`config.mk`:
```
export PLATFORM = sky130hd
export DESIGN_NAME = wsa_ctrl
export DESIGN_NICKNAME = d
export VERILOG_FILES = /design/src/wsa_pkg.sv /design/src/wsa_ctrl.sv
export SDC_FILE = /design/constraint.sdc
export NUM_CORES = 1
export LEC_CHECK = 0
export ABC_AREA = 1
export BUFFER_PORTS_ARGS = -buffer_cell sky130_fd_sc_hd__buf_2
export CORE_ASPECT_RATIO = 1.5
export CORE_MARGIN = 3
export CORE_UTILIZATION = 40
export CTS_BUF_LIST = sky130_fd_sc_hd__clkbuf_16
export CTS_CLUSTER_SIZE = 40
export DETAILED_ROUTE_END_ITERATION = 8
export GPL_TIMING_DRIVEN = 0
export PLACE_DENSITY = 0.65
export RECOVER_POWER = 25
export SYNTH_ARGS = -nofsm -noshare
export SYNTH_HDL_FRONTEND = slang
export SYNTH_SLANG_ARGS = --single-unit
export TNS_END_PERCENT = 5
```
`constraint.sdc`:
```
create_clock -name clk -period 4.7 [get_ports clk]
set_clock_uncertainty 0.15 [all_clocks]
set_input_delay 0.47 -clock clk [delete_from_list [all_inputs] [get_ports clk]]
set_output_delay 0.47 -clock clk [all_outputs]
set_load 0.02 [all_outputs]
```
`src/wsa_pkg.sv`:
```
// Shared types, constants and helper functions of the weighted spectrum accumulator.
package wsa_pkg;

	localparam int NUM_CHANNELS = 1024;
	localparam int CH_AW        = (NUM_CHANNELS > 1) ? $clog2(NUM_CHANNELS) : 1;
	localparam int CFG_DW       = 31;
	localparam int CNT_W        = 6;
	localparam int CORDIC_STEPS = 17;
	localparam int SQRT_STEPS   = 32;
	localparam int DIV_STEPS    = 64;

	localparam logic signed [19:0] PI_Q16     = 20'sd205887;
	localparam logic [47:0]        WEIGHT_MAX = 48'hFFFF_FFFF_FFFF;
	localparam logic [63:0]        SQRT_BIT0  = 64'h4000_0000_0000_0000;

	typedef enum logic [2:0] {
		CFG_VECTOR_MODE  = 3'd0,
		CFG_UV_MIN       = 3'd1,
		CFG_UV_MAX       = 3'd2,
		CFG_FIRST_RECORD = 3'd3,
		CFG_LAST_RECORD  = 3'd4,
		CFG_WEIGHT_SCALE = 3'd5
	} cfg_idx_t;

	typedef enum logic [3:0] {
		MUL_NONE, MUL_UU, MUL_VV, MUL_LO, MUL_HI, MUL_RR, MUL_II,
		MUL_WRE, MUL_WIM, MUL_WAMP, MUL_WPH, MUL_WLO, MUL_WHI
	} mul_sel_t;

	typedef struct packed {
		logic        kind;
		logic [9:0]  channel;
		logic [19:0] record_index;
		logic signed [31:0] u_coord;
		logic signed [31:0] v_coord;
		logic signed [31:0] sample_re;
		logic signed [31:0] sample_im;
		logic signed [23:0] sample_weight;
	} in_item_t;

	typedef struct packed {
		logic signed [31:0] mean_re;
		logic signed [31:0] mean_im;
		logic [47:0]        total_weight;
	} out_item_t;

	typedef struct packed {
		logic        vector_mode;
		logic [30:0] uv_min;
		logic [30:0] uv_max;
		logic [19:0] first_record;
		logic [19:0] last_record;
		logic [23:0] weight_scale;
	} cfg_t;

	typedef struct packed {
		logic             load_item;
		logic             mem_rd;
		logic             mem_wr;
		logic             wr_zero;
		logic             clr;
		logic [CH_AW-1:0] clr_addr;
		mul_sel_t         mul_sel;
		logic             r2_set;
		logic             r2_add;
		logic             lo_set;
		logic             sq_set;
		logic             it_init;
		logic             it_step;
		logic             acc_re;
		logic             acc_im;
		logic             div_init;
		logic             div_step;
		logic             tlo_set;
		logic             out_load;
		logic [CNT_W-1:0] cnt;
	} cmd_t;

	typedef struct packed {
		logic kind;
		logic ch_ok;
		logic pass;
	} sts_t;

	// round(atan(2^-i) * 65536)
	function automatic logic signed [19:0] atan_q16(input logic [4:0] i);
		logic signed [19:0] r;
		case (i)
			5'd0:  r = 20'sd51472;
			5'd1:  r = 20'sd30385;
			5'd2:  r = 20'sd16055;
			5'd3:  r = 20'sd8150;
			5'd4:  r = 20'sd4091;
			5'd5:  r = 20'sd2047;
			5'd6:  r = 20'sd1024;
			5'd7:  r = 20'sd512;
			5'd8:  r = 20'sd256;
			5'd9:  r = 20'sd128;
			5'd10: r = 20'sd64;
			5'd11: r = 20'sd32;
			5'd12: r = 20'sd16;
			5'd13: r = 20'sd8;
			5'd14: r = 20'sd4;
			5'd15: r = 20'sd2;
			5'd16: r = 20'sd1;
			default: r = 20'sd0;
		endcase
		return r;
	endfunction

endpackage

```
`src/wsa_ctrl.sv`:
```
// Sequencing state machine of the weighted spectrum accumulator.
module wsa_ctrl (
	input  logic          clk,
	input  logic          arst_n,
	input  logic          in_valid,
	output logic          in_ready,
	output logic          out_valid,
	input  logic          out_ready,
	input  logic          vector_mode,
	input  wsa_pkg::sts_t sts,
	output wsa_pkg::cmd_t cmd
);

	typedef enum logic [19:0] {
		ST_CLEAR  = 20'h00001,
		ST_IDLE   = 20'h00002,
		ST_FETCH  = 20'h00004,
		ST_A_UU   = 20'h00008,
		ST_A_VV   = 20'h00010,
		ST_A_LO   = 20'h00020,
		ST_A_HI   = 20'h00040,
		ST_A_CHK  = 20'h00080,
		ST_S_RR   = 20'h00100,
		ST_S_II   = 20'h00200,
		ST_S_SQ   = 20'h00400,
		ST_S_ITER = 20'h00800,
		ST_M_RE   = 20'h01000,
		ST_M_IM   = 20'h02000,
		ST_ACC_IM = 20'h04000,
		ST_WB     = 20'h08000,
		ST_R_TLO  = 20'h10000,
		ST_R_THI  = 20'h20000,
		ST_R_DIV  = 20'h40000,
		ST_R_OUT  = 20'h80000
	} state_t;

	state_t                       st_q, st_n;
	logic [wsa_pkg::CNT_W-1:0]    cnt_q;
	logic [wsa_pkg::CH_AW-1:0]    clr_q;
	logic                         out_valid_q;

	always_comb begin
		st_n         = st_q;
		cmd          = '0;
		cmd.mul_sel  = wsa_pkg::MUL_NONE;
		cmd.cnt      = cnt_q;
		cmd.clr_addr = clr_q;
		in_ready     = 1'b0;
		case (st_q)
			ST_CLEAR: begin
				cmd.mem_wr  = 1'b1;
				cmd.wr_zero = 1'b1;
				cmd.clr     = 1'b1;
				if (clr_q == wsa_pkg::CH_AW'(wsa_pkg::NUM_CHANNELS - 1))
					st_n = ST_IDLE;
			end
			ST_IDLE: begin
				in_ready      = 1'b1;
				cmd.load_item = in_valid;
				if (in_valid)
					st_n = ST_FETCH;
			end
			ST_FETCH: begin
				cmd.mem_rd = 1'b1;
				st_n = sts.kind ? ST_R_TLO : ST_A_UU;
			end
			ST_A_UU: begin
				cmd.mul_sel = wsa_pkg::MUL_UU;
				st_n = ST_A_VV;
			end
			ST_A_VV: begin
				cmd.mul_sel = wsa_pkg::MUL_VV;
				cmd.r2_set  = 1'b1;
				st_n = ST_A_LO;
			end
			ST_A_LO: begin
				cmd.mul_sel = wsa_pkg::MUL_LO;
				cmd.r2_add  = 1'b1;
				st_n = ST_A_HI;
			end
			ST_A_HI: begin
				cmd.mul_sel = wsa_pkg::MUL_HI;
				cmd.lo_set  = 1'b1;
				st_n = ST_A_CHK;
			end
			ST_A_CHK: begin
				if (!sts.pass)
					st_n = ST_IDLE;
				else if (vector_mode)
					st_n = ST_M_RE;
				else
					st_n = ST_S_RR;
			end
			ST_S_RR: begin
				cmd.mul_sel = wsa_pkg::MUL_RR;
				st_n = ST_S_II;
			end
			ST_S_II: begin
				cmd.mul_sel = wsa_pkg::MUL_II;
				cmd.sq_set  = 1'b1;
				st_n = ST_S_SQ;
			end
			ST_S_SQ: begin
				cmd.it_init = 1'b1;
				st_n = ST_S_ITER;
			end
			ST_S_ITER: begin
				cmd.it_step = 1'b1;
				if (cnt_q == wsa_pkg::CNT_W'(wsa_pkg::SQRT_STEPS - 1))
					st_n = ST_M_RE;
			end
			ST_M_RE: begin
				cmd.mul_sel = vector_mode ? wsa_pkg::MUL_WRE : wsa_pkg::MUL_WAMP;
				st_n = ST_M_IM;
			end
			ST_M_IM: begin
				cmd.mul_sel = vector_mode ? wsa_pkg::MUL_WIM : wsa_pkg::MUL_WPH;
				cmd.acc_re  = 1'b1;
				st_n = ST_ACC_IM;
			end
			ST_ACC_IM: begin
				cmd.acc_im = 1'b1;
				st_n = ST_WB;
			end
			ST_WB: begin
				cmd.mem_wr = 1'b1;
				st_n = ST_IDLE;
			end
			ST_R_TLO: begin
				cmd.mul_sel  = wsa_pkg::MUL_WLO;
				cmd.div_init = 1'b1;
				st_n = ST_R_THI;
			end
			ST_R_THI: begin
				cmd.mul_sel = wsa_pkg::MUL_WHI;
				cmd.tlo_set = 1'b1;
				st_n = ST_R_DIV;
			end
			ST_R_DIV: begin
				cmd.div_step = 1'b1;
				if (cnt_q == wsa_pkg::CNT_W'(wsa_pkg::DIV_STEPS - 1))
					st_n = ST_R_OUT;
			end
			ST_R_OUT: begin
				if (!out_valid_q || out_ready) begin
					cmd.out_load = 1'b1;
					cmd.wr_zero  = 1'b1;
					cmd.mem_wr   = sts.ch_ok;
					st_n = ST_IDLE;
				end
			end
			default: st_n = ST_IDLE;
		endcase
	end

	always_ff @(posedge clk or negedge arst_n) begin
		if (!arst_n) begin
			st_q        <= ST_CLEAR;
			cnt_q       <= '0;
			clr_q       <= '0;
			out_valid_q <= 1'b0;
		end else begin
			st_q <= st_n;
			if (st_q == ST_S_ITER || st_q == ST_R_DIV)
				cnt_q <= cnt_q + 1'b1;
			else
				cnt_q <= '0;
			if (st_q == ST_CLEAR)
				clr_q <= clr_q + 1'b1;
			if (cmd.out_load)
				out_valid_q <= 1'b1;
			else if (out_ready)
				out_valid_q <= 1'b0;
		end
	end

	assign out_valid = out_valid_q;

endmodule

```
## Yosys cells after proc, flatten, opt, wreduce, memory -nomap -nowiden

Cells that the tools add are included.

| word-level totals | value |
|---|---|
| register bits | 37 |
| bits of input ports | 8 |
| logic and storage cells | 75 |
| output and inout port bits | 39 |

| cells by class | value |
|---|---|
| add/sub/neg operators | 2 |
| multiplexer cells | 35 |
| eq/ne operators | 28 |
| reduce and logical (&&, ||, !) cells | 6 |

Operators by type and width:

| kind | number |
|---|---|
| $pmux 20 s19 | 1 |
| $mux 20 | 6 |
| $pmux 4 s10 | 1 |
| $eq 20x1->1 const B | 1 |
| $eq 20x10->1 const B | 1 |
| $eq 20x11->1 const B | 1 |
| $eq 20x12->1 const B | 1 |
| $eq 20x13->1 const B | 1 |
| $eq 20x14->1 const B | 1 |
| $eq 20x15->1 const B | 1 |
| $eq 20x16->1 const B | 1 |
| $eq 20x17->1 const B | 1 |
| $eq 20x18->1 const B | 1 |
| $eq 20x19->1 const B | 1 |
| $eq 20x2->1 const B | 1 |
| $eq 20x20->1 const B | 1 |
| $eq 20x3->1 const B | 1 |
| $eq 20x4->1 const B | 1 |
| $eq 20x5->1 const B | 1 |
| $eq 20x6->1 const B | 1 |
| $eq 20x7->1 const B | 1 |
| $eq 20x8->1 const B | 1 |
| $eq 20x9->1 const B | 1 |
| $mux 1 | 19 |
| other kinds (17) | 24 |

## Longest topological paths before layout

Gate-level depths: netlist of the first run.

| depth | value |
|---|---|
| word-level depth | 5 |
| mapped depth | 10 |
| gate-level depth less buffers | 10 |

## Least setup slack after synthesis of the first run

Ideal clock, no wire load.

| timing | value |
|---|---|
| path type | reg2out |
| start | register st_q[16] |
| end | output cmd[19] (netlist name) |
| path slack | 2.402 ns |
| data arrival time | 1.678 ns |
| required time | 4.080 ns |
| stages on the path, launching flop included | 8 |
| path through | dfrtp_1 -> nor2_1 -> nand2_2 -> nor2_4 -> nand2_2 -> nor4_2 -> nor3b_1 -> nand3_1 |

RTL lines:

| what | RTL line | source |
|---|---|---|
| start, declared | wsa_ctrl.sv:37 | `state_t st_q, st_n;` |
| start signal, assigned | wsa_ctrl.sv:163 | `st_q <= st_n;` |
| end, declared | wsa_ctrl.sv:11 | `output wsa_pkg::cmd_t cmd` |

==> run metrics, run 1 <==
Syn Inst Count about 280; Synth Flop Type dfrtp_1; CP Launch Point st_q[0]; final WL 5020 um; Worst VDD drop just over 300 uV; TritonCTS Buffers 5; Die X-Extent 66.3 um; hold_buf cts 0; share of cells above drive strength 1 0.251; reg2reg start st_q[0]; first-pass GRT wire length 8600 um; final hold vios 0; crit-path max FO 4; crit path capture type output port; Overall Global Routing Usage 0.177; die area 6400 um^2; Net count, final 340; pwr dens around 360 nW/um^2; total grt overflow 0; Synth top cells by count inv_1 (57), nand2_1 (41), dfrtp_1 (36), nor2_1 (36), nand3_1 (23); Setup Buffers After CTS 0; mapped cell area 2180 um^2; cts repair resizes 0; # rows 32; crit path kind flop to output port; clock transition at the registers of the reported paths 60 ps; DRC viols 0; Max clock buf depth 2; Synth area leader dfrtp_1; IO Count 47; EDFF count, synth 0; ranking of synthesized cells by area dfrtp_1 (41%), inv_1 (9.8%), nand2_1 (7.0%), nor2_1 (6.2%), nand3_1 (5.3%); CTS Root Buffer Type clkbuf_16; vias per cell 4.90; area growth from synthesis to layout 20.6%; Slew Limit Fails 38; wire per inst 12.6 um; top-count cell post-synth inv_1; Diodes inserted 0; pin count of the biggest net entering global routing 38; Syn Nets 287; hold_sp sts[2]; synth unique cells 31; WP data required between 4000 and 5000 ps; CTS sink count 37; Yosys reg bits 37; fin cells 399; CTS tree done; Fin Setup TNS 0 ps; Hold Path Class input port to flop; WP data arrival 1910 ps; Synth top area share 0.412; DRT Pass-1 Iters 4; syn_area_per_cell 7.89 um^2; Skew-Pair Late Insertion Delay 280 ps; Critical Path Start Type flop; gpl congestion just over 0.8; f_max 396 MHz; outcome complete, but fails checks; via count approximately 2000; Iter 0 DRT Violations 46; Post-DP HPWL between 3000 and 4000 um; post-synthesis sequential area ratio 0.424; Port Buf Inserts 46; Slew Limit Headroom -0.321; vias in the first global route around 1900; RSZ-0062 raised after global routing no; Max-Cap Viols 1; failing checks max-capacitance violations, max-slew violations; DIE HEIGHT 96.5 um; Worst-Margin Slew 1980 ps; ys async rst share 1.00; Initial Util 0.420; Detail Route Antenna Nets 0; Synth warnings 0; fin crit period 2530 ps; DP Cell Count about 390; Leakage 1.57 nW; core footprint 5200 um^2; Finish-stage setup viols 0; final total power 0.000940 W; initial antenna violation count 0; fin crit share 0.537; H-tree levels 2
worst max-delay path, cell delays in order (launching register included):
cell and delay (ps):
dfstp_2 540, nor2_1 50, nand2_1 190, inv_1 70, nand2_1 60, nor2_1 60
nand2_1 140, inv_1 70, nor3b_1 200, nand3_1 90, buf_2 170
cells by family (layout without fill, tap and decap cells):
| family | count (synthesis) | count (layout) | share of synthesized area |
|---|---|---|---|
| flip-flops | 37 | 37 | 0.424 |
| XOR/XNOR | 9 | 9 | 0.0361 |
| AND/OR/NAND/NOR | 156 | 156 | 0.388 |
| AO/OA/AOI/OAI | 13 | 13 | 0.0361 |
| adder cells (fa/ha/maj) | 2 | 2 | 0.0115 |
| buffers and inverters | 60 | 114 | 0.104 |
cell type report:
cell class | instances | area, um^2
Multi-Input combinational cell | 180 | 1030
Clock buffer | 5 | 125
Sequential cell | 37 | 927
Inverter | 60 | 226
Clock inverter | 3 | 11.3
Timing Repair Buffer | 46 | 229
Tap cell | 68 | 85.1
Fill cell | 536 | 2570
where the power goes:
part	internal, W	switching [W]
registers	0.000332	0.0000120
logic	0.0000854	0.000196
clock network	0.000191	0.000124
total	0.000608	0.000331
path summary, 6_finish.rpt:
kind | end | depth (start not counted) | slack (ps)
worst max-delay path | cmd[19] | 10 | 2170
worst min-delay path | st_q[3] | 2 | 200
worst max register to register | st_q[1] | 7 | 2800
worst min register to register | cnt_q[0] | 1 | 340
max in group asynchronous | cnt_q[0] | 1 | 2670
min in group asynchronous | clr_q[7] | 1 | 600
per-stage QoR:
stage	cell area, um^2	hold WS (ps)	utilization	setup WS [ps]
after global placement	2500	331	0.480	2500
after floorplan	2180	24.4	-	2400
after detailed placement	2500	340	0.480	2480
final	2640	200	0.506	2170
after CTS	2640	180	0.506	2170
after global routing	2640	196	0.506	1980
layer usage:
layer / routed length (um) / part of all wire / up-vias / track usage
met1: 1980 / 0.40 / 907 / 0.199
met3: 246 / 0.049 / 14 / 0.0405
met5: 0 / 0 / - / 0
li1: - / - / 984 / -
met4: 162 / 0.032 / 0 / 0.0949
met2: 2630 / 0.52 / 51 / 0.307
state kept, by name, indices dropped and copies added, names as in the netlist:
register	cells
clr_q	10
st_q	20
cnt_q	6
out_valid	1
cells in the final DEF (no fill, tap or decap), types with 2 or more instances in the layout:
cell type,synthesis,final
inv_1,57,59
inv_2,2,2
nor4_2,2,2
xnor2_1,4,4
nor2_8,2,2
a21oi_1,4,4
xor2_1,5,5
o21ai_0,3,3
nor3_1,12,12
o21ai_2,2,2
nor2_1,36,36
clkbuf_16,0,5
o21ai_1,2,2
nand2_1,41,41
nor2_2,3,3
nor4_1,3,3
buf_2,0,45
nor3b_1,3,3
nand4_1,10,10
dfrtp_1,36,36
nand3_1,23,23
nand2_2,7,7
nor2_4,8,8
ha_1,2,2
nand3_2,2,2
Power figures use the tool's default switching activity.
==> inputs of run 2 (changes only) <==
--- a/config.mk
+++ b/config.mk
@@ -5,7 +5,7 @@
 export SDC_FILE = /design/constraint.sdc
 export NUM_CORES = 1
 export LEC_CHECK = 0
-export ABC_AREA = 1
+export ABC_AREA = 0
 export BUFFER_PORTS_ARGS = -buffer_cell sky130_fd_sc_hd__buf_2
 export CORE_ASPECT_RATIO = 1.5
 export CORE_MARGIN = 3
@@ -14,7 +14,7 @@
 export CTS_CLUSTER_SIZE = 40
 export DETAILED_ROUTE_END_ITERATION = 8
 export GPL_TIMING_DRIVEN = 0
-export PLACE_DENSITY = 0.65
+export PLACE_DENSITY = 0.68
 export RECOVER_POWER = 25
 export SYNTH_ARGS = -nofsm -noshare
 export SYNTH_HDL_FRONTEND = slang
==> constraint.sdc (replaced) <==
create_clock -name clk -period 2.3 [get_ports clk]
set_clock_uncertainty 0.15 [all_clocks]
set_input_delay 0.23 -clock clk [delete_from_list [all_inputs] [get_ports clk]]
set_output_delay 0.23 -clock clk [all_outputs]
set_load 0.02 [all_outputs]
==> run 2 against run 1 <==
Against the previous run:
- largest cell class unchanged
- highest routed layer unchanged
- synthesized cell count decreased by 25%
- first-iteration DRC count increased by 72%
- core utilization increased by 8.7 points
- the flow finishes with violations (negative setup slack)
- sequential power increased by 110%
- die area decreased by 5.9%
- synthesized area decreased by 6.4%
- via count decreased by 4.0%
- total power increased by 150%
- clock power increased by 110%
- global-route usage increased by 0.20 points
- wire length increased by 5.2%
==> run metrics, run 2 <==
fin crit share 1.28; vias per cell 5.46; share of cells above drive strength 1 0.349; final WL 5280 um; H-tree levels 2; CTS tree done; Net Sw Power 0.000798 W; Overall Global Routing Usage 0.179; crit-path max FO 4; Yosys reg bits 37; WP data arrival between 2000 and 3000 ps; Synth Flop Type dfrtp_1; top flop regs st_q: 20 flops, clr_q: 10 flops, cnt_q: 6 flops; register share of total power 0.312; area growth from synthesis to layout 41.9%; CP cell instances or4_4, buf_6, nor4_4, nand2_2, nor3b_4, or3_4, buf_6; combinational share of power 0.413; Top delay family on crit path simple AND/OR/NAND/NOR gates; most frequent cells in the layout dfrtp_1 (32), nor2_1 (23), buf_4 (20); sw frac 0.341; Synth top area share 0.441; first-pass GRT wire length 8470 um; pwr dens 807 nW/um^2; fin cells 344; EDFF count, synth 0; compound-cell area share of the yosys netlist 0.0661; final total power 0.00234 W; via count 1878; Max-Cap Viols 0; Port Buf Inserts 46; area of the multi-input gates around 1200 um^2; XOR/XNOR Fraction of Synth Area 0.0643; vias in the first global route 1773; crit path kind flop to output port; core footprint between 4000 and 5000 um^2; worst path bufs/invs 2; Leakage approximately 1.4 nW; Detail Route Antenna Nets 0; IO Count 47; max reg flops 20; most common cell after layout, fill and taps aside dfrtp_1; Simple-Gate Fraction of Synth Area 0.371; Post-Synth Adder-Cell Area 0.0122; Setup WS post-layout -650 ps; Net count, final 287; Syn Nets 219; Initial Util 0.418; DRT Pass-1 Iters 4; syn_area_per_cell 9.78 um^2; largest family of logic cells by synthesized area simple AND/OR/NAND/NOR gates; fill count around 440; crit path capture type output port; mapped cell area 2040 um^2; Synth area leader dfrtp_1; top-count cell post-synth dfrtp_1; Synth warnings 0; Worst path slowest cell or4_4; Most flops, register st_q; total grt overflow 0; TritonCTS Buffers 5; # rows 31; GR Util met2 0.323; Worst VDD drop 445 uV; Slew Limit Headroom 0.375; Skew-Pair Late Insertion Delay between 200 and 300 ps; CTS Root Buffer Type clkbuf_16; final hold vios 0; grt met3 use 0.0337; global-route track usage on met1 0.204; Die X-Extent 64.4 um; Synth top cells by count dfrtp_1 (36), nor2_1 (26), nand2_1 (13); Hold Path Class input port to flop; post-synthesis sequential area ratio 0.453; gpl congestion 0.830; most used cell, CP buf_6; Slew Limit Fails 0; failing checks negative setup slack; mux contribution to synthesized area 0.00551; DIE HEIGHT slightly above 90 um; Syn Inst Count 209; outcome complete, but fails checks; Max clock buf depth 2; Critical Path Start Type flop; register area about 930 um^2; ranking of synthesized cells by area dfrtp_1 (44%), nor2_1 (4.8%), xnor2_1 (3.9%), or4_1 (2.6%), xor2_1 (2.6%); WP data required between 1500 and 2000 ps; initial antenna violation count 0; Iter 0 DRT Violations 79; die area 6020 um^2; GR peak layer met2; CP max stage delay 520 ps; wire per inst 15.3 um; RSZ-0062 raised after global routing yes; Finish-stage setup viols 44; ys async rst share 1.00; Worst-Margin Slew 937 ps; pin count of the biggest net entering global routing 38; Diodes inserted 0; fin crit period around 2900 ps; DRC viols 0; synth unique cells 46; f_max 339 MHz; Clk network pwr share 0.276; cell internal pwr 0.00154 W; DP Cell Count approximately 320; CTS sink count 37; Post-DP HPWL 3730 um; clock transition at the registers of the reported paths 60 ps
## run 2: changes by cell type after synthesis, moves of 5 or more
cell	change
and2_1	+7
and3_1	+7
and4b_1	+5
inv_1	-50
nand2_1	-28
nand2_2	-7
nand3_1	-17
nor2_1	-10
nor2_4	-8
nor2b_1	+8
nor3_1	-8
nor4b_1	+5
or4_1	+7
xnor2_1	+5
## run 2: kinds of logic (layout without fill, tap and decap cells)
group	Yosys count	count (layout)
flops	37	37
fa+ha+maj	2	2
buf+inv	14	83
mux	1	1
compound gates	19	19
simple gates	121	121
xor+xnor	15	15
## run 2: timing repair
item,4_1_cts,5_1_grt
hold endpoints to repair,37,0
resized for setup,33,10
pin swaps,12,6
setup buffers,7,9
endpoints found under the setup margin,45,46
hold buffers,2,0
## run 2: area by class of cell
| class | instances | area share |
|---|---|---|
| inverters | 7 | 0.00906 |
| repair buffers | 64 | 0.145 |
| multi-input cells | 158 | 0.429 |
| flip-flops and latches | 37 | 0.321 |
| clock inverters | 3 | 0.00474 |
| plain buffers | 4 | 0.0190 |
| clock buffers | 5 | 0.0431 |
| well taps | 66 | 0.0285 |
## run 2: metrics by stage
stage / hold WS (ps) / TNS, ps / cell area, um^2 / util / worst slack, ps
after floorplan: -216 / -2920 / 2190 / - / -227
after global placement: 238 / -8630 / 2500 / 0.512 / -548
after detailed placement: 232 / -8780 / 2500 / 0.512 / -538
after CTS: 3.63 / -13180 / 2840 / 0.581 / -624
after global routing: 10.6 / -17550 / 2900 / 0.594 / -735
final: 0.0140 / -13120 / 2900 / 0.594 / -650
## run 2: routing by layer
metal  wire length, um  share of wire
met5                 0              0
met4               117          0.022
met3               177          0.034
met2              2870           0.54
met1              2110           0.40
## run 2: power by group through the flow
stage / Combinational, W / Sequential, W / Clock, W
floorplan: 0.000591 / 0.000710 / 0
global placement: 0.000752 / 0.000714 / 0
detailed placement: 0.000760 / 0.000715 / 0
CTS: 0.000850 / 0.000723 / 0.000657
global route: 0.00104 / 0.000737 / 0.000690
finish: 0.000966 / 0.000730 / 0.000645
## run 2: final timing paths
kind / from / to / slack, ps / cells past startpoint
worst max-delay path: st_q[3] / cmd[18] / -650 / 7
worst min-delay path: out_ready / out_valid / 0.01 / 2
worst max register to register: st_q[1] / st_q[1] / -410 / 9
worst min register to register: clr_q[9] / clr_q[9] / 350 / 1
max in group asynchronous: arst_n / st_q[17] / 890 / 2
min in group asynchronous: arst_n / st_q[6] / 480 / 2
